===== src/rtl/oltw_pkg.sv =====
// Octagon lattice weave shader: shared types, constants and the sine table builder.
// Used by every module of the block; depends on nothing.
`timescale 1ns / 1ps
package oltw_pkg;

    localparam int ADDR_W = 5;

    localparam logic [2:0] REG_STEP_COS    = 3'd0;
    localparam logic [2:0] REG_STEP_SIN    = 3'd1;
    localparam logic [2:0] REG_RING_RADIUS = 3'd2;
    localparam logic [2:0] REG_GLOW_PHASE  = 3'd3;
    localparam logic [2:0] REG_EDGE_GAIN   = 3'd4;
    localparam logic [2:0] REG_INK_FIRST   = 3'd5;
    localparam logic [2:0] REG_INK_SECOND  = 3'd6;
    localparam logic [2:0] REG_GROUND_INK  = 3'd7;

    localparam logic [63:0] Q30_TWO_PI  = 64'd6746518852;
    localparam logic [63:0] Q30_PI      = 64'd3373259426;
    localparam logic [63:0] Q30_HALF_PI = 64'd1686629713;

    localparam logic [23:0] ROOT_HALF_Q24 = 24'd11863283;
    localparam logic [24:0] CORE_W_Q24    = 25'd603980;
    localparam logic [24:0] EDGE_W_Q24    = 25'd1040187;
    localparam logic [23:0] ALONG_Q24     = 24'd14411629;
    localparam logic [22:0] STEP_Q24      = 23'd5066719;
    localparam logic [16:0] MOD_BASE_Q16  = 17'd40632;
    localparam logic [16:0] MOD_SWING_Q16 = 17'd24904;
    localparam logic [12:0] GROUND_DIM_Q16 = 13'd4588;
    localparam logic [16:0] WEIGHT_ONE    = 17'd65536;

    localparam logic [63:0] TAYLOR_DIV [12] = '{
        64'd6, 64'd20, 64'd42, 64'd72, 64'd110, 64'd156,
        64'd210, 64'd272, 64'd342, 64'd420, 64'd506, 64'd600
    };

    typedef struct packed {
        logic [9:0] pixel_column;
        logic [9:0] pixel_row;
    } pixel_in_t;

    typedef struct packed {
        logic [7:0] red;
        logic [7:0] green;
        logic [7:0] blue;
    } pixel_out_t;

    typedef struct packed {
        logic signed [25:0] step_cos;
        logic signed [25:0] step_sin;
        logic [15:0]        ring_radius;
        logic [9:0]         glow_phase;
        logic [15:0]        edge_gain;
        logic [23:0]        ink_first;
        logic [23:0]        ink_second;
        logic [23:0]        ground_ink;
    } cfg_t;

    // band distances and light phases for both lattices
    typedef struct packed {
        logic [19:0] core_a;
        logic [19:0] edge_a;
        logic [19:0] core_b;
        logic [19:0] edge_b;
        logic [23:0] phase_a;
        logic [23:0] phase_b;
        logic        top;
    } fold_t;

    // winning strap
    typedef struct packed {
        logic        ground;
        logic [16:0] core;
        logic [16:0] edge_w;
        logic [23:0] ink;
    } pick_t;

    // Q30 angle in, Q15 sine out, at elaboration only
    function automatic logic signed [16:0] sine_q15(input logic [63:0] phase);
        logic [63:0]        x;
        logic [63:0]        t;
        logic signed [63:0] sum;
        logic signed [63:0] v;
        logic               neg;
        x = phase;
        neg = 1'b0;
        if (x >= Q30_PI)
        begin
            x = x - Q30_PI;
            neg = 1'b1;
        end
        if (x > Q30_HALF_PI)
        begin
            x = Q30_PI - x;
        end
        t = x;
        sum = $signed(x);
        for (int n = 0; n < 12; n++)
        begin
            t = (((t * x) >> 30) * x) >> 30;
            t = t / TAYLOR_DIV[n];
            if ((n % 2) == 0)
            begin
                sum = sum - $signed(t);
            end
            else
            begin
                sum = sum + $signed(t);
            end
        end
        if (sum < 0)
        begin
            sum = 64'sd0;
        end
        v = (sum + 64'sd16384) >>> 15;
        if (neg)
        begin
            v = -v;
        end
        return v[16:0];
    endfunction

endpackage


===== src/rtl/oltw_mix.sv =====
// Back stages: ink scaling by core and edge weights, ground dimming, saturation.
// Two register stages; depends on oltw_pkg.
`timescale 1ns / 1ps
module oltw_mix
    import oltw_pkg::*;
(
    input  logic       clk,
    input  logic       rst_n,
    input  logic       in_valid,
    input  pick_t      pick,
    input  cfg_t       cfg,
    output logic       done,
    output pixel_out_t color
);

    logic [1:0] valid_reg;

    logic [24:0] cc_prod [3];
    logic [20:0] gr_prod [3];
    logic [8:0]  cc_reg [3];
    logic [4:0]  gr_reg [3];
    logic [16:0] edge_reg;
    logic        ground_reg;

    logic [25:0] ch_prod [3];
    logic [7:0]  ch_next [3];
    pixel_out_t  color_reg;

    always_ff @(posedge clk or negedge rst_n)
    begin
        if (!rst_n)
        begin
            valid_reg <= '0;
        end
        else
        begin
            valid_reg <= {valid_reg[0], in_valid};
        end
    end

    for (genvar j = 0; j < 3; j++)
    begin : g_chan
        assign cc_prod[j] = {17'd0, pick.ink[23-8*j -: 8]} * {8'd0, pick.core};
        assign gr_prod[j] = {13'd0, cfg.ground_ink[23-8*j -: 8]}
                            * {8'd0, GROUND_DIM_Q16};
        assign ch_prod[j] = {17'd0, cc_reg[j]} * {9'd0, edge_reg};

        always_ff @(posedge clk)
        begin
            cc_reg[j] <= cc_prod[j][24:16];
            gr_reg[j] <= gr_prod[j][20:16];
        end

        always_comb
        begin
            if (ground_reg)
            begin
                ch_next[j] = {3'd0, gr_reg[j]};
            end
            else if (ch_prod[j][25:16] > 10'd255)
            begin
                ch_next[j] = 8'd255;
            end
            else
            begin
                ch_next[j] = ch_prod[j][23:16];
            end
        end
    end

    always_ff @(posedge clk)
    begin
        edge_reg   <= pick.edge_w;
        ground_reg <= pick.ground;
        color_reg  <= '{red: ch_next[0], green: ch_next[1], blue: ch_next[2]};
    end

    assign color = color_reg;
    assign done = valid_reg[1];

endmodule


===== config.mk =====
export PLATFORM = sky130hd
export DESIGN_NAME = oltw_mix
export DESIGN_NICKNAME = d
export VERILOG_FILES = /design/src/rtl/oltw_pkg.sv /design/src/rtl/oltw_mix.sv
export SDC_FILE = /design/constraint.sdc
export NUM_CORES = 2
export LEC_CHECK = 0
export BUFFER_PORTS_ARGS = -buffer_cell sky130_fd_sc_hd__buf_2
export CORE_ASPECT_RATIO = 1.2
export CORE_MARGIN = 2
export CORE_UTILIZATION = 62
export DETAILED_ROUTE_END_ITERATION = 16
export GPL_TIMING_DRIVEN = 0
export MAX_ROUTING_LAYER = met4
export PLACE_DENSITY = 0.86
export SLEW_MARGIN = 5
export SYNTH_ARGS = -nofsm -noshare
export SYNTH_HDL_FRONTEND = slang
export SYNTH_SLANG_ARGS = --single-unit

===== constraint.sdc =====
create_clock -name clk -period 5.66 [get_ports clk]
set_input_delay 1.132 -clock clk [delete_from_list [all_inputs] [get_ports clk]]
set_output_delay 1.132 -clock clk [all_outputs]
set_load 0.01 [all_outputs]

-- Yosys cells after proc, flatten, opt, wreduce, memory -nomap -nowiden
Memory sizes are Yosys's and may differ from the RTL's.
Cells that the tools add are included.
- output and inout bits: 25
- register bits: 44
- memories kept: 2
- RAM bits: 42
- input bits: 228
- latch bits: 0
- bits in read-only memories: 0
- memories (name ; words ; width ; read ports ; clocked after Yosys merged registers in ; wr ports ; RTL line ; RTL):
    cc_reg ; 3 ; 9 ; 3 ; 0 ; 3 ; oltw_mix.sv:20 ; logic [8:0] cc_reg [3];
    gr_reg ; 3 ; 5 ; 3 ; 0 ; 3 ; oltw_mix.sv:21 ; logic [4:0] gr_reg [3];
- equality and inequality tests: 0
- multiply operators: 9
- shifts and indexed selects: 0
- div/mod/pow operators: 0
- bitwise gates (word level): 0
- reduce and logical (&&, ||, !) cells: 0
- add/subtract/negate cells: 0
- multiplexer cells: 6
- magnitude comparators: 3
- operators with widths (kind ; number):
    multiplier 9 x 17 -> 26 bit ; 3
    multiplier 8 x 17 -> 25 bit ; 3
    multiplier 8 x 11 -> 19 bit, second input constant ; 3
    > comparator 10 x 8 -> 1 bit, second input constant ; 3
    2-to-1 mux 8 bit ; 3
    2-to-1 mux 5 bit ; 3

-- Longest topological paths before layout
An unclocked memory read counts as a cell.
- depth in word-level cells: 5
- depth in mapped cells: 20
- depth with buffers taken out: 18

-- Worst setup path before layout
No wires, ideal clock.
- path kind: input to register
- start point: input port pick[5] (netlist name)
- end point: memory cc_reg[2][7] (netlist: cc_reg[0][25])
- setup time: 0.072 ns
- arrival time: 5.420 ns
- required time: 5.588 ns
- setup slack: 0.167 ns
- stages: 19
- cell sequence: clkbuf_1 -> clkbuf_1 -> nand2_1 -> fa_1 -> fa_1 -> inv_1 -> fa_1 -> inv_1 -> fa_1 -> inv_1 -> ha_1 -> a21o_1 -> a21o_1 -> a221o_1 -> nand4_1 -> a21oi_1 -> o31a_1 -> nor2_1 -> xnor2_1
- RTL lines (item ; RTL line ; RTL):
    from (decl) ; oltw_mix.sv:10 ; input pick_t pick,
    to (decl) ; oltw_mix.sv:20 ;

==> results.md <==
- Run status: finished clean
- Sequential element share of the synthesized area: 0.0573
- Primary FF master, synth: dfxtp_1
- Die Span Y: 246 µm
- Total CTS buffers: 9
- Fin crit share: 0.978
- Async SR Flop Fraction: 0.0233
- Yosys top cell by area: fa_1
- Detailed Route Iter0 Violations: 1397
- Synth warn: 0
- Final setup viols: 0
- Reg-to-reg slack, setup: 0.16 ns
- Via Count: 23.0k
- Number of inserted diodes: 0
- Worst Hold Depth: 0
- Syn nets: 4573
- Area Overhead vs Synth: 6.44%
- Number of distinct library cells after synthesis: 63
- Sink Count: 86
- Mapped Area: 30200 µm²
- GRT Residual Overflow: 0
- ANT nets after route: 0
- Num ports: 253
- Largest net degree at the start of global routing: 19
- Slew HR: 0.526
- Max FFs per register: 27
- Reg clk slew, reported paths: 0.07 ns
- Hold Buf Count CTS: 0
- Syn Inst Count: 3322
- Setup TNS: 0 ns
- Vias/cell: 5.67
- Family with the most delay on the worst path: adder cells
- Post-route minimum period: 5.54 ns
- Critical path required time: 5.92 ns
- Die ar.: 50500 µm²
- Aggregate global-route resource usage: 0.324
- Worst path bufs/invs: 5
- FF-to-FF End: color[7]$_SDFF_PP0_
- Worst hold path class: reg -> reg
- CTS tree: built
- Floorplan Core Area: 48100 µm²
- Hold slack: 0.385 ns
- Hold_sp: valid_reg[0]$_DFF_PN0_
- Port Buf Inserts: 101
- Die width: 206 µm
- GR peak layer: met2
- CTS HTree Levels: 3
- Critical-path cell list: buf_2 -> buf_4 -> nand2_1 -> fa_1 -> fa_1 -> inv_1 -> fa_1 -> inv_1 -> fa_1 -> inv_1 -> ha_1 -> a21o_1 -> a21o_1 -> a221o_1 -> a21o_1 -> a21oi_1 -> o21bai_1 -> a31oi_1 -> xnor2_1
- Clock network latency to the later pin of the worst-skew pair: 0.39 ns
- Most frequent CP cell: fa_1
- First-pass GRT wire length: 125000 µm
- Final Skew: 0.0140 ns
- Final hold vios: 0
- Initial core utilization: 0.628
- # Max-Cap Violations: 0
- Routability congestion estimate: 0.981
- RR Startpoint: cc_reg[0][25]$_DFF_P_
- Top-area cell type share of the netlist area: 0.427
- Crit end category: flip-flop
- #FFs+latches synth: 86
- Fmax: 181 MHz
- Crit start category: primary input
- EDFF count, synth: 0
- Fillcell total: 3570
- Area contributors post-synth: fa_1, ha_1, and2_1
- WL per Instance: 18.2 µm
- Worst R2R Path Depth: 15
- Fin. max-slew vios: 0
- Worst-margin pin slew: 0.711 ns
- Delay of the slowest cell on the worst path: 0.55 ns
- Worst-path fanout max: 10
- Maximum clock path buffer count: 2
- Share of layout cells above drive strength 1: 0.0839
- Routed Wire Length: 74000 µm
- Final Net Count: 4677
- Initial antenna violation count: 0
- DRT Pass-1 Iters: 8
- Worst hold endpoint: valid_reg[1]$_DFF_PN0_
- Worst EP arrival: 5.80 ns
- Vias in the first global route: 25.4k
- Global Route met1 Usage: 0.376
- Critical-path top delay cell: fa_1
- Synthesized area per cell: 9.10 µm²
- GR Util met2: 0.547
- Met3 usage: 0.0390
- Rows: 88
- Detailed Place HPWL: 62600 µm
- CTS root buf: clkbuf_16
- # DRC: 0
- WS Path Type: in -> reg
-- cells by family after synthesis --
family / synth area share
compound gates: 0.0590
flops: 0.0573
mux: 0.00178
fa+ha+maj: 0.584
buf+inv: 0.105
xor+xnor: 0.0168
simple gates: 0.176
-- per-stage QoR --
stage,area (µm²),cells,setup slack (ns),utilization
after global placement,31500,4053,-0.640,0.655
after detailed placement,31500,4053,-0.677,0.655
after global routing,32200,4061,-0.0264,0.669
after floorplan,30200,3322,0.167,-
final,32200,4061,0.122,0.669
after CTS,31900,4059,0.0127,0.664
-- worst max-delay path by stage --
stage,start,endpoint,slack (ns),cells after the start
2_1_floorplan,pick[5],cc_reg[0][25]$_DFF_P_,0.17,19
3_3_place_gp,pick[41],cc_reg[0][19]$_DFF_P_,-0.64,20
3_5_place_dp,pick[41],cc_reg[0][19]$_DFF_P_,-0.68,20
4_1_cts,pick[49],cc_reg[0][8]$_DFF_P_,0.01,18
5_1_grt,edge_reg[9]$_DFF_P_,color[17]$_DFF_P_,-0.03,19
6_report,pick[46],cc_reg[0][19]$_DFF_P_,0.12,19
-- cells in the final DEF (no fill, tap or decap), types with 5 or more instances in the layout --
cell type  instances
a2bb2oi_1          7
nand2_1          442
or2_2              7
a21oi_2            5
nor3_1            22
clkbuf_4          20
a2111oi_0          5
dfxtp_2           32
a21o_1            30
dfxtp_1           49
nand3_1           20
clkbuf_2          60
o21ai_1            6
ha_1             378
nand2b_1           7
xnor2_1           33
fa_1             645
o211ai_1           9
nor4_1             6
xor2_1            25
buf_4             11
clkbuf_16          9
a21oi_1           51
buf_2            113
a31oi_1           18
nor2_1            46
o22ai_1            5
a211oi_1           8
o21a_1            12
a211o_1            5
o21ai_0           38
clkbuf_1          27
inv_1            710
nand4_1           14
nor2b_1            8
and3_1             5
o21bai_1           8
and2_1           452
-- metal layers --
| layer | vias up | share of wire |
|---|---|---|
| met5 | - | 0 |
| met4 | 0 | 0.067 |
| met3 | 332 | 0.062 |
| met2 | 999 | 0.50 |
| met1 | 11400 | 0.37 |
| li1 | 10300 | - |
-- synth_stat cells, types with 4 or more instances --
master and n:
and3_1 5, and4b_1 4, o21a_1 12, fa_1 645, a41o_1 4, clkbuf_1 134
nand2_1 442, o31ai_1 5, nor4_1 6, and4_1 4, nor3_1 23, or2_2 7
xnor2_1 33, a21oi_1 54, a31oi_1 19, a311oi_1 5, o211ai_1 9, and2_1 452
a21o_1 30, o21bai_1 8, dfxtp_1 84, nor2b_1 8, a31o_2 4, nor2_1 46
nand4_1 14, a211o_1 5, o22ai_1 5, inv_1 710, nand3_1 20, or3_1 4
ha_1 378, a211oi_1 11, xor2_1 25, a2bb2oi_1 7, a2111oi_0 5, o21ai_0 39
o21ai_1 5, nand2b_1 7, o211a_1 4
-- area by class of cell --
cell class,count,area (µm²),area share
multi-input cells,2388,25400,0.791
inverters,710,2670,0.0828
flip-flops and latches,86,1780,0.0554
well taps,630,788,0.0245
plain buffers,127,672,0.0209
repair buffers,104,528,0.0164
clock buffers,9,225,0.00700
clock inverters,7,77.6,0.00241
-- timing repair --
| item | CTS | global route |
|---|---|---|
| pin swaps | 2 | 6 |
| setup endpoints to repair | 35 | 38 |
| gates resized for setup | 102 | 145 |
| gates cloned | 0 | 0 |
| setup buffers | 0 | 3 |
Power is not shown: default switching activity piles up to over one toggle a cycle in this logic, so the estimate is an artifact.
