$ cat config.mk
export PLATFORM = sky130hd
export DESIGN_NAME = oltw_regs
export DESIGN_NICKNAME = d
export VERILOG_FILES = /design/src/rtl/oltw_pkg.sv /design/src/rtl/oltw_regs.sv
export SDC_FILE = /design/constraint.sdc
export NUM_CORES = 1
export LEC_CHECK = 0
export ABC_AREA = 1
export BUFFER_PORTS_ARGS = -buffer_cell sky130_fd_sc_hd__buf_4
export CORE_MARGIN = 3
export CORE_UTILIZATION = 47
export CTS_CLUSTER_SIZE = 25
export DETAILED_ROUTE_END_ITERATION = 8
export MAX_ROUTING_LAYER = met4
export PLACE_DENSITY_LB_ADDON = 0.2
export SLEW_MARGIN = 20
export SYNTH_ARGS = -nofsm -noshare
export SYNTH_HDL_FRONTEND = slang
export SYNTH_SLANG_ARGS = --single-unit
$ cat constraint.sdc
create_clock -name clk -period 1.2 [get_ports clk]
set_clock_uncertainty 0.15 [all_clocks]
set_input_delay 0.12 -clock clk [delete_from_list [all_inputs] [get_ports clk]]
set_output_delay 0.12 -clock clk [all_outputs]
set_load 0.1 [all_outputs]
$ cat src/rtl/oltw_pkg.sv
// Octagon lattice weave shader: shared types, constants and the sine table builder.
// Used by every module of the block; depends on nothing.
`timescale 1ns / 1ps
package oltw_pkg;

    localparam int ADDR_W = 5;

    localparam logic [2:0] REG_STEP_COS    = 3'd0;
    localparam logic [2:0] REG_STEP_SIN    = 3'd1;
    localparam logic [2:0] REG_RING_RADIUS = 3'd2;
    localparam logic [2:0] REG_GLOW_PHASE  = 3'd3;
    localparam logic [2:0] REG_EDGE_GAIN   = 3'd4;
    localparam logic [2:0] REG_INK_FIRST   = 3'd5;
    localparam logic [2:0] REG_INK_SECOND  = 3'd6;
    localparam logic [2:0] REG_GROUND_INK  = 3'd7;

    localparam logic [63:0] Q30_TWO_PI  = 64'd6746518852;
    localparam logic [63:0] Q30_PI      = 64'd3373259426;
    localparam logic [63:0] Q30_HALF_PI = 64'd1686629713;

    localparam logic [23:0] ROOT_HALF_Q24 = 24'd11863283;
    localparam logic [24:0] CORE_W_Q24    = 25'd603980;
    localparam logic [24:0] EDGE_W_Q24    = 25'd1040187;
    localparam logic [23:0] ALONG_Q24     = 24'd14411629;
    localparam logic [22:0] STEP_Q24      = 23'd5066719;
    localparam logic [16:0] MOD_BASE_Q16  = 17'd40632;
    localparam logic [16:0] MOD_SWING_Q16 = 17'd24904;
    localparam logic [12:0] GROUND_DIM_Q16 = 13'd4588;
    localparam logic [16:0] WEIGHT_ONE    = 17'd65536;

    localparam logic [63:0] TAYLOR_DIV [12] = '{
        64'd6, 64'd20, 64'd42, 64'd72, 64'd110, 64'd156,
        64'd210, 64'd272, 64'd342, 64'd420, 64'd506, 64'd600
    };

    typedef struct packed {
        logic [9:0] pixel_column;
        logic [9:0] pixel_row;
    } pixel_in_t;

    typedef struct packed {
        logic [7:0] red;
        logic [7:0] green;
        logic [7:0] blue;
    } pixel_out_t;

    typedef struct packed {
        logic signed [25:0] step_cos;
        logic signed [25:0] step_sin;
        logic [15:0]        ring_radius;
        logic [9:0]         glow_phase;
        logic [15:0]        edge_gain;
        logic [23:0]        ink_first;
        logic [23:0]        ink_second;
        logic [23:0]        ground_ink;
    } cfg_t;

    // band distances and light phases for both lattices
    typedef struct packed {
        logic [19:0] core_a;
        logic [19:0] edge_a;
        logic [19:0] core_b;
        logic [19:0] edge_b;
        logic [23:0] phase_a;
        logic [23:0] phase_b;
        logic        top;
    } fold_t;

    // winning strap
    typedef struct packed {
        logic        ground;
        logic [16:0] core;
        logic [16:0] edge_w;
        logic [23:0] ink;
    } pick_t;

    // Q30 angle in, Q15 sine out, at elaboration only
    function automatic logic signed [16:0] sine_q15(input logic [63:0] phase);
        logic [63:0]        x;
        logic [63:0]        t;
        logic signed [63:0] sum;
        logic signed [63:0] v;
        logic               neg;
        x = phase;
        neg = 1'b0;
        if (x >= Q30_PI)
        begin
            x = x - Q30_PI;
            neg = 1'b1;
        end
        if (x > Q30_HALF_PI)
        begin
            x = Q30_PI - x;
        end
        t = x;
        sum = $signed(x);
        for (int n = 0; n < 12; n++)
        begin
            t = (((t * x) >> 30) * x) >> 30;
            t = t / TAYLOR_DIV[n];
            if ((n % 2) == 0)
            begin
                sum = sum - $signed(t);
            end
            else
            begin
                sum = sum + $signed(t);
            end
        end
        if (sum < 0)
        begin
            sum = 64'sd0;
        end
        v = (sum + 64'sd16384) >>> 15;
        if (neg)
        begin
            v = -v;
        end
        return v[16:0];
    endfunction

endpackage

$ cat src/rtl/oltw_regs.sv
// Configuration register file behind an APB-style port.
// Depends on oltw_pkg.
`timescale 1ns / 1ps
module oltw_regs
    import oltw_pkg::*;
(
    input  logic              clk,
    input  logic              rst_n,
    input  logic              psel,
    input  logic              penable,
    input  logic              pwrite,
    input  logic [ADDR_W-1:0] paddr,
    input  logic [31:0]       pwdata,
    output logic [31:0]       prdata,
    output logic              pready,
    output cfg_t              cfg
);

    cfg_t cfg_reg;
    logic write_en;

    assign write_en = psel & penable & pwrite;
    assign pready = 1'b1;
    assign cfg = cfg_reg;

    always_ff @(posedge clk or negedge rst_n)
    begin
        if (!rst_n)
        begin
            cfg_reg.step_cos    <= '0;
            cfg_reg.step_sin    <= '0;
            cfg_reg.ring_radius <= 16'd29622;
            cfg_reg.glow_phase  <= '0;
            cfg_reg.edge_gain   <= 16'd9216;
            cfg_reg.ink_first   <= 24'hFFFFFF;
            cfg_reg.ink_second  <= 24'hFFFFFF;
            cfg_reg.ground_ink  <= '0;
        end
        else if (write_en)
        begin
            unique case (paddr[4:2])
                REG_STEP_COS:    cfg_reg.step_cos    <= pwdata[25:0];
                REG_STEP_SIN:    cfg_reg.step_sin    <= pwdata[25:0];
                REG_RING_RADIUS: cfg_reg.ring_radius <= pwdata[15:0];
                REG_GLOW_PHASE:  cfg_reg.glow_phase  <= pwdata[9:0];
                REG_EDGE_GAIN:   cfg_reg.edge_gain   <= pwdata[15:0];
                REG_INK_FIRST:   cfg_reg.ink_first   <= pwdata[23:0];
                REG_INK_SECOND:  cfg_reg.ink_second  <= pwdata[23:0];
                REG_GROUND_INK:  cfg_reg.ground_ink  <= pwdata[23:0];
                default: ;
            endcase
        end
    end

    always_comb
    begin
        unique case (paddr[4:2])
            REG_STEP_COS:    prdata = {6'd0, cfg_reg.step_cos};
            REG_STEP_SIN:    prdata = {6'd0, cfg_reg.step_sin};
            REG_RING_RADIUS: prdata = {16'd0, cfg_reg.ring_radius};
            REG_GLOW_PHASE:  prdata = {22'd0, cfg_reg.glow_phase};
            REG_EDGE_GAIN:   prdata = {16'd0, cfg_reg.edge_gain};
            REG_INK_FIRST:   prdata = {8'd0, cfg_reg.ink_first};
            REG_INK_SECOND:  prdata = {8'd0, cfg_reg.ink_second};
            REG_GROUND_INK:  prdata = {8'd0, cfg_reg.ground_ink};
            default:         prdata = '0;
        endcase
    end

endmodule

==> summary.txt, run 1 <==
Cells taking the most area after synthesis: dfrtp_1, dfstp_2, nand2_1, nand4_1, nor2_1
Top cell type's share of synthesized area: 34.0%
Die H: 135 µm
Num CTS Buffers: 17
Last stage reached: clock tree synthesis (4_1_cts)
HPWL after detailed placement: 20.4 mm
Synth Cell Area: 0.00780 mm²
Log Error: [ERROR DPL-0033] detailed placement checks failed during check placement.
# IOs: 241
Seq/Total Area, Yosys: 54.2%
Port Buf Inserts: 225
Post_cts resized: 709
Clock sink count: 166
Synth unique cells: 27
# rows: 46
Synth Register Bits: 166
Starting Density: 48.6%
DIE WIDTH: 135 µm
CTS root buf: clkbuf_16
Synth area leader: dfrtp_1
# Post-CTS Setup Buffers: 23
CTS H-Tree Depth: 4
Cts hold-fix bufs: 27
Syn Area/Cell: 8.39 µm²
Yosys warning total: 0
Outcome: stopped before the end
Syn Inst Count: 930
CTS Buffer Depth: 2
GP Congestion: 0.954
Dpl cells: 1486
cells by family after synthesis:
| group | after synthesis | synth area share (%) |
|---|---|---|
| compound gates | 166 | 10.8 |
| buf+inv | 138 | 8.47 |
| flops | 166 | 54.2 |
| other cells | 2 | 0.0963 |
| simple gates | 458 | 26.4 |
cell usage after synthesis, drive strengths merged:
master	number
nor3	3
clkbuf	27
nand4	88
or2	1
dfstp	60
o21ai	96
buf	47
nand3	38
inv	64
nand2	193
a21oi	70
dfrtp	106
nor2	135
conb	2
through the flow:
stage                     setup TNS (ns)  setup WS [ns]  area, µm²  util [%]
after floorplan                   -14.07         -0.790       8620         -
after global placement            -50.43         -0.491      11900      73.9
after detailed placement          -56.91         -0.440      11900      73.9
==> run 2, diff against run 1 <==
- CORE_UTILIZATION: 47 -> 40
- CTS_CLUSTER_SIZE: 25 -> unset
- MAX_ROUTING_LAYER: met4 -> unset
- PLACE_DENSITY_LB_ADDON: 0.2 -> 0.15
- clock period: 1.2 -> 1.6 ns (I/O delays scaled with it)
==> summary.txt, run 2 <==
Worst Setup Start Kind: flip-flop
Fin nets: 1294
CP required: 1.29 ns
Cells taking the most area after synthesis: dfrtp_1, dfstp_2, nand2_1, nand4_1, nor2_1
# IOs: 241 (unchanged)
Iteration-0 DRC Markers: 557
HPWL after detailed placement: 19.7 mm (-3.5%)
Layout area overhead: 73.2%
Synth area leader: dfrtp_1
GP Congestion: 0.907 (-4.9%)
Crit Path Category: reg -> out
Global-route wire length before repair: 45.1 mm
CTS tree: built
Post-DRT Antenna Nets: 0
Non-Filler Instances: 1525
Outcome: finished with violations
Die H: 146 µm (+8.0%)
Crit end category: output port
GRT overflow: 0
Most instantiated cells after synthesis: nand2_1, nor2_1, dfrtp_1
CTS H-Tree Depth: 4 (unchanged)
Number of flip-flops in the largest register: 166
CTS root buf: clkbuf_16
Antenna cells: 0
TNS Setup: -7.21 ns
Commonest non-fill, non-tap cell in the layout: buf_4
Slew margin rel.: 62.6%
Syn Area/Cell: 8.39 µm² (unchanged)
Count leader, synth: nand2_1
Crit path cell chain: nand4_1, nand2_2, nor2_4, nand3_4, buf_12
Most frequent cells in the layout: buf_4, nand2_1, nor2_1, buf_12, dfrtp_2
Post-synthesis async set-or-reset flop share: 100% (unchanged)
Reg clk slew, reported paths: 0.07 ns
Initial antenna violation count: 0
Full die area: 0.0212 mm²
Max Freq: 0.530 GHz
RSZ-0062 raised after global routing: yes
Pwr Density: 1830 mW/mm²
Num CTS Buffers: 17 (unchanged)
Cell family with most CP delay: flip-flops
Pins Over Slew Limit: 0
Crit path buf inv count: 1
Starting Density: 41.2% (-7.4 points)
Clock sink count: 166 (unchanged)
Clk Latency, worst-skew pair: 0.42 ns
Crit path time final: 1.89 ns
GRT Util Overall: 27.1%
Number of global-route vias before repair: 7746
Synth Register Bits: 166 (unchanged)
Final Cycle Share: 118%
Core footprint: 0.0190 mm²
Max Fanout on Critical Path: 2
CTS Buffer Depth: 2 (unchanged)
Leakage: 6.16 nW
# rows: 50 (+8.7%)
Port Buf Inserts: 225 (unchanged)
Final setup margin: -0.286 ns
Multi-input gate area: 0.00332 mm²
Register area: 0.00461 mm²
Synth unique cells: 27 (unchanged)
Post-Route WL: 30.0 mm
Layout cell share with drive strength beyond 1: 50.4%
VDD IR max: 0.00113 V
Failing checks: setup timing
Setup violators final: 60
Largest net degree at the start of global routing: 49
Crit path DAT: 1.58 ns
Syn Inst Count: 930 (unchanged)
Via count: 8102
Worst-Margin Slew: 0.561 ns
Slowest-stage cell, CP: dfstp_4
Synth Cell Area: 0.00780 mm² (unchanged)
Fill cell count: 1308
Yosys warning total: 0 (unchanged)
DIE WIDTH: 146 µm (+8.0%)
Top cell type's share of synthesized area: 34.0% (unchanged)
Post-synth EDFFs: 0 (unchanged)
Final Hold Viols: 0
Max cap viols: 0
Seq/Total Area, Yosys: 54.2% (unchanged)
First drt pass iteration count: 5
Residual DRC: 0
Wirelength per Cell: 19.7 µm
Hold WC Path Type: in -> async
Dominant synthesized flop cell: dfrtp_1
Slowest stage delay, CP: 0.62 ns
Dpl cells: 1409 (-5.2%)
Vias per cell: 5.31
[run 2: cells by family (layout without fill, tap and decap cells)]
logic type	after synthesis	count (layout)	synth area share, %
other cells	2	7	0.0963
simple gates	458	458	26.4
flops	166	166	54.2
buf+inv	138	468	8.47
compound gates	166	166	10.8
[run 2: metrics by stage]
step / hold slack (ns) / cell area [µm²] / total power [mW] / utilization [%] / worst slack [ns]
2_1_floorplan: -0.286 / 8430 / 15.5 / - / -0.430
3_3_place_gp: -0.0671 / 10800 / 18.0 / 57.1 / -0.0912
3_5_place_dp: -0.0654 / 10800 / 18.1 / 57.1 / -0.0900
4_1_cts: 0.0482 / 13000 / 24.1 / 68.6 / -0.276
5_1_grt: 0.0667 / 13500 / 25.4 / 71.3 / -0.357
6_report: 0.0476 / 13500 / 24.7 / 71.3 / -0.286
[run 2: layer usage]
metal  GRT usage, %  vias to the layer above  share of wire [%]
met2           41.6                      408                 47
met5              0                        -                  0
li1               -                     3726                  -
met3           6.63                       71                7.6
met1           37.2                     3897                 42
met4           10.3                        0                3.5
[run 2: worst register-to-register path, delay by kind of cell (launching register included)]
| kind | cells | cell delay, ns |
|---|---|---|
| compound gates | 1 | 0.12 |
| buf+inv | 3 | 0.29 |
| flops | 1 | 0.62 |
| simple gates | 1 | 0.04 |
[run 2: path summary, 6_finish.rpt]
kind / from / endpoint / slack, ns / depth (start not counted)
max: cfg[49] / prdata[1] / -0.29 / 5
min: rst_n / cfg[90] / 0.05 / 2
max reg2reg: cfg[39] / cfg[39] / 0.31 / 5
min reg2reg: cfg[127] / cfg[127] / 0.36 / 2
max in group asynchronous: rst_n / cfg[60] / 0.59 / 3
min in group clk: paddr[4] / cfg[139] / 0.13 / 5
[run 2: area by class of cell]
cell class | instances | share of cell area [%]
sequential | 166 | 34.1
multi-input combinational | 631 | 24.6
clock inverter | 14 | 1.47
inverter | 64 | 1.87
timing repair buffer | 372 | 32.4
tap | 260 | 2.41
clock buffer | 18 | 3.18
[run 2: repair_timing]
item / CTS / global route
pin swaps: 70 / 33
hold buffers: 27 / 0
endpoints found under the setup margin: 86 / 82
resized for setup: 272 / 88
cloned: 0 / 1
hold endpoints to repair: 194 / 0
setup buffers: 34 / 39
[run 2: power breakdown]
group          total, mW  leakage (nW)  internal (mW)  switching (mW)
sequential          6.63          1.86           5.71           0.922
clock               4.43         0.299           2.63            1.79
combinational       13.6          4.00           3.82            9.79
total               24.7          6.16           12.2            12.5
Power figures use the tool's default switching activity.
==> run 3, diff against run 2 <==
- CTS_CLUSTER_DIAMETER: unset -> 80
- clock period: 1.6 -> 2.3 ns (I/O delays scaled with it)
==> summary.txt, run 3 (synthesis results as in run 2) <==
Outcome: complete, no violations
Slew margin rel.: 58.1% (-4.5 points)
Comb pwr share: 52.1% (-3.1 points)
Slowest-stage cell, CP: nand3_4
Non-Filler Instances: 1430 (-6.2%)
Cts hold-fix bufs: 21 (-22%)
Pins Over Slew Limit: 0 (unchanged)
Slowest stage delay, CP: 0.33 ns (-0.29 ns)
CTS H-Tree Depth: 4 (unchanged)
# Post-CTS Setup Buffers: 0 (-100%)
Num CTS Buffers: 17 (unchanged)
Number of global-route vias before repair: 6796 (-12%)
Most frequent cells in the layout: buf_4, nand2_1, nor2_1
Fill cell count: 1830 (+40%)
Multi-input gate area: 0.00304 mm² (-8.3%)
Worst Setup Start Kind: input port
# IOs: 241 (unchanged)
Number of flip-flops in the largest register: 166 (unchanged)
Clock share of power: 19.5% (+1.6 points)
Global-route wire length before repair: 40.0 mm (-11%)
P_int: 6.86 mW (-44%)
RSZ-0062 raised after global routing: no
CTS tree: built
Crit path cell chain: buf_4, buf_12, nand3_4, nor2_1, nor2_1, nand4_1, buf_4
TNS Setup: 0 ns (+7.21 ns)
Leakage: 5.26 nW (-15%)
Placed inst area: 0.00983 mm² (-9.2%)
Reg clk slew, reported paths: 0.06 ns (about the same)
HPWL after detailed placement: 17.7 mm (-10%)
CP required: 1.92 ns (+0.63 ns)
Final Instance Area: 0.0106 mm² (-21%)
Largest net degree at the start of global routing: 59 (+20%)
Commonest non-fill, non-tap cell in the layout: buf_4
Port Buf Inserts: 225 (unchanged)
Clock sink count: 166 (unchanged)
# rows: 50 (unchanged)
Crit Path Category: in -> out
Final Cycle Share: 93.1%
Sequential power share: 28.5% (+1.6 points)
Layout cell share with drive strength beyond 1: 32.6% (-18 points)
Sw Pwr: 8.09 mW (-35%)
Initial antenna violation count: 0 (unchanged)
Post-DRT Antenna Nets: 0 (unchanged)
Hold WC Path Type: in -> reg
Starting Density: 41.2% (unchanged)
VDD IR max: 0.000706 V (-38%)
Pwr Density: 1410 mW/mm² (-23%)
Max Freq: 0.467 GHz
Max Fanout on Critical Path: 29 (+27)
GRT Util Overall: 23.7% (-3.4 points)
Max cap viols: 0 (unchanged)
Layout area overhead: 36.3%
Dpl cells: 1377 (-2.3%)
Full die area: 0.0212 mm² (unchanged)
Iteration-0 DRC Markers: 473 (-15%)
Core footprint: 0.0190 mm² (unchanged)
Fin nets: 1199 (-7.3%)
Crit path time final: 2.14 ns
Worst-Margin Slew: 0.627 ns (+0.0658 ns)
CTS Buffer Depth: 2 (unchanged)
Post-Route WL: 25.6 mm (-15%)
DIE WIDTH: 146 µm (unchanged)
First drt pass iteration count: 5 (unchanged)
Crit path DAT: 1.76 ns (+0.18 ns)
CTS root buf: clkbuf_16
Register area: 0.00423 mm² (-8.2%)
Residual DRC: 0 (unchanged)
Antenna cells: 0 (unchanged)
Clk Latency, worst-skew pair: 0.42 ns (about the same)
Final Hold Viols: 0 (unchanged)
Setup violators final: 0 (-100%)
Via count: 7347 (-9.3%)
Net Sw Frac: 54.1% (+3.4 points)
Die H: 146 µm (unchanged)
GRT overflow: 0 (unchanged)
Crit end category: output port
Wirelength per Cell: 17.9 µm (-9.2%)
GP Congestion: 0.829 (-8.6%)
Vias per cell: 5.14 (-3.3%)
Post_cts resized: 0 (-100%)
-- run 3: power by group through the flow --
stage | Combinational [mW] | Sequential [mW] | Clock, mW
after floorplan | 1.58 | 8.86 | 0
after global placement | 7.73 | 4.29 | 0
after detailed placement | 7.78 | 4.30 | 0
after CTS | 7.82 | 4.26 | 2.96
after global routing | 8.04 | 4.35 | 3.07
final | 7.78 | 4.26 | 2.91
-- run 3: cell type report --
type                       count  share of cell area, %
clock buffer                  23                   4.40
clock inverter                 9                   1.20
inverter                      64                   2.28
multi-input combinational    631                   28.6
sequential                   166                   39.8
tap                          260                   3.06
timing repair buffer         277                   20.7
-- run 3: metal layers --
metal	track usage, %	part of all wire [%]
met3	6.04	7.8
met2	35.8	46
met1	34.5	45
met4	5.46	1.4
met5	0	0
-- run 3: metrics by stage --
stage,worst slack [ns],power [mW],hold slack [ns],util [%]
2_1_floorplan,-0.00659,10.4,-0.216,-
3_3_place_gp,0.177,12.0,0.117,51.8
3_5_place_dp,0.171,12.1,0.112,51.8
4_1_cts,0.169,15.0,0.0135,56.1
5_1_grt,0.0753,15.5,0.0357,56.1
6_report,0.159,15.0,0.0210,56.1
-- run 3: worst max-delay path: cells and delay by family --
family	cells	cell delay, ns
buffers and inverters	3	0.82
and+or+nand+nor	4	0.69
-- run 3: final timing paths --
kind	cells after the start	slack, ns	to	startpoint
max	7	0.16	prdata[16]	paddr[4]
min	3	0.02	cfg[155]	pwdata[15]
max reg2reg	2	1.32	cfg[40]	cfg[40]
min reg2reg	2	0.35	cfg[105]	cfg[105]
max in group asynchronous	3	1.07	cfg[25]	rst_n
min in group asynchronous	2	0.21	cfg[136]	rst_n
==> run 4, diff against run 3 <==
- clock period: 2.3 -> 2.4 ns (I/O delays scaled with it)
==> summary.txt, run 4 (synthesis results as in run 2) <==
Commonest non-fill, non-tap cell in the layout: buf_4
Antenna cells: 0 (unchanged)
Leakage: 5.19 nW (-1.4%)
Final Hold Viols: 0 (unchanged)
Clk Latency, worst-skew pair: 0.42 ns (about the same)
WP depth: 8 (+1)
First drt pass iteration count: 6 (+1)
Final Cycle Share: 88.4%
GRT overflow: 0 (unchanged)
Worst Setup Start Kind: input port
Via count: 7289 (-0.79%)
Initial antenna violation count: 0 (unchanged)
Cell family with most CP delay: buffers and inverters
Crit path buf inv count: 5 (+2)
Layout area overhead: 35.5%
HPWL after detailed placement: 18.5 mm (+4.6%)
Iteration-0 DRC Markers: 592 (+25%)
TNS Setup: 0 ns (unchanged)
Pins Over Slew Limit: 0 (unchanged)
Dpl cells: 1374 (-0.22%)
CTS root buf: clkbuf_16
Largest net degree at the start of global routing: 59 (unchanged)
Hold WC Path Type: in -> reg
VDD IR max: 0.000736 V (+4.2%)
Cell mode on critical path: buf_4
Starting Density: 41.2% (unchanged)
# IOs: 241 (unchanged)
Crit end category: output port
Layout cell share with drive strength beyond 1: 31.3% (-1.4 points)
Residual DRC: 0 (unchanged)
Slowest-stage cell, CP: buf_4
Slowest stage delay, CP: 0.30 ns (-0.03 ns)
Outcome: complete, no violations
CTS tree: built
Non-Filler Instances: 1427 (-0.21%)
Max cap viols: 0 (unchanged)
Clock sink count: 166 (unchanged)
Post_cts resized: 0 (unchanged)
RSZ-0062 raised after global routing: no
Reg clk slew, reported paths: 0.07 ns (about the same)
Die H: 146 µm (unchanged)
Pwr Density: 1380 mW/mm² (-1.9%)
Full die area: 0.0212 mm² (unchanged)
Global-route wire length before repair: 41.6 mm (+3.8%)
CTS Buffer Depth: 2 (unchanged)
Crit path DAT: 1.73 ns (-0.03 ns)
CP required: 2.01 ns (+0.09 ns)
Post-Route WL: 26.6 mm (+4.2%)
DIE WIDTH: 146 µm (unchanged)
Crit Path Category: in -> out
Worst-Margin Slew: 0.602 ns (-0.0254 ns)
Crit path cell chain: buf_4, inv_2, nand2_2, inv_2, buf_4, nand2_1, nand4_1, buf_4
Max Freq: 0.471 GHz
Number of global-route vias before repair: 6899 (+1.5%)
Port Buf Inserts: 225 (unchanged)
Post-DRT Antenna Nets: 0 (unchanged)
Worst R2R Path Depth: 2 (unchanged)
Crit path time final: 2.12 ns
GP Congestion: 0.924 (+12%)
Setup violators final: 0 (unchanged)
Fin nets: 1196 (-0.25%)
Most frequent cells in the layout: buf_4, nand2_1, nor2_1
Num CTS Buffers: 17 (unchanged)
# rows: 50 (unchanged)
Core footprint: 0.0190 mm² (unchanged)
Slew margin rel.: 59.8% (+1.7 points)
GRT Util Overall: 24.9% (+1.2 points)
Wirelength per Cell: 18.7 µm (+4.4%)
Vias per cell: 5.11 (-0.58%)
Hold Path Stages: 3 (unchanged)
Max Fanout on Critical Path: 28 (-3.4%)
Number of flip-flops in the largest register: 166 (unchanged)
CTS H-Tree Depth: 4 (unchanged)
run 4: tightest hold or removal path: stages:
cell and delay, ns:
buf_4 0.07, inv_1 0.12, a21oi_1 0.15
run 4: per-stage QoR:
stage / area (µm²) / util (%) / total power, mW / hold WS (ns) / worst slack, ns
global route: 10600 / 55.8 / 15.1 / 0.0638 / 0.211
floorplan: 7830 / - / 9.97 / -0.206 / 0.0574
finish: 10600 / 55.8 / 14.6 / 0.0460 / 0.279
CTS: 10600 / 55.8 / 14.6 / 0.0429 / 0.295
global placement: 9710 / 51.2 / 11.5 / 0.113 / 0.294
detailed placement: 9710 / 51.2 / 11.6 / 0.115 / 0.296
run 4: layer usage:
layer	wire length [µm]	track usage (%)	vias to the layer above
li1	-	-	3535
met1	11800	35.3	3377
met2	11900	38.0	338
met3	2180	6.35	39
met4	689	7.26	0
met5	0	0	-
run 4: layout make-up:
class	instances	area [µm²]
fill	1772	8380
multi-input combinational	631	2950
inverter	64	243
timing repair buffer	274	2180
tap	260	325
clock inverter	10	166
clock buffer	22	484
sequential	166	4230
run 4: path summary, 6_finish.rpt:
kind	start	to	slack [ns]
max reg2reg	cfg[33]	cfg[33]	1.38
max in group asynchronous	rst_n	cfg[53]	1.14
max	paddr[4]	prdata[17]	0.28
min reg2reg	cfg[112]	cfg[112]	0.36
min	pwdata[10]	cfg[150]	0.05
min in group asynchronous	rst_n	cfg[90]	0.22
run 4: report_power, final:
part / leakage (nW) / switching [mW] / internal [mW]
Combinational: 2.91 / 6.15 / 1.30
Clock: 0.313 / 1.17 / 1.86
Sequential: 1.96 / 0.534 / 3.57
run 4: what timing repair did:
item                      CTS  global route
hold buffers               21             0
buffers inserted            0             0
hold endpoints to repair   83             0
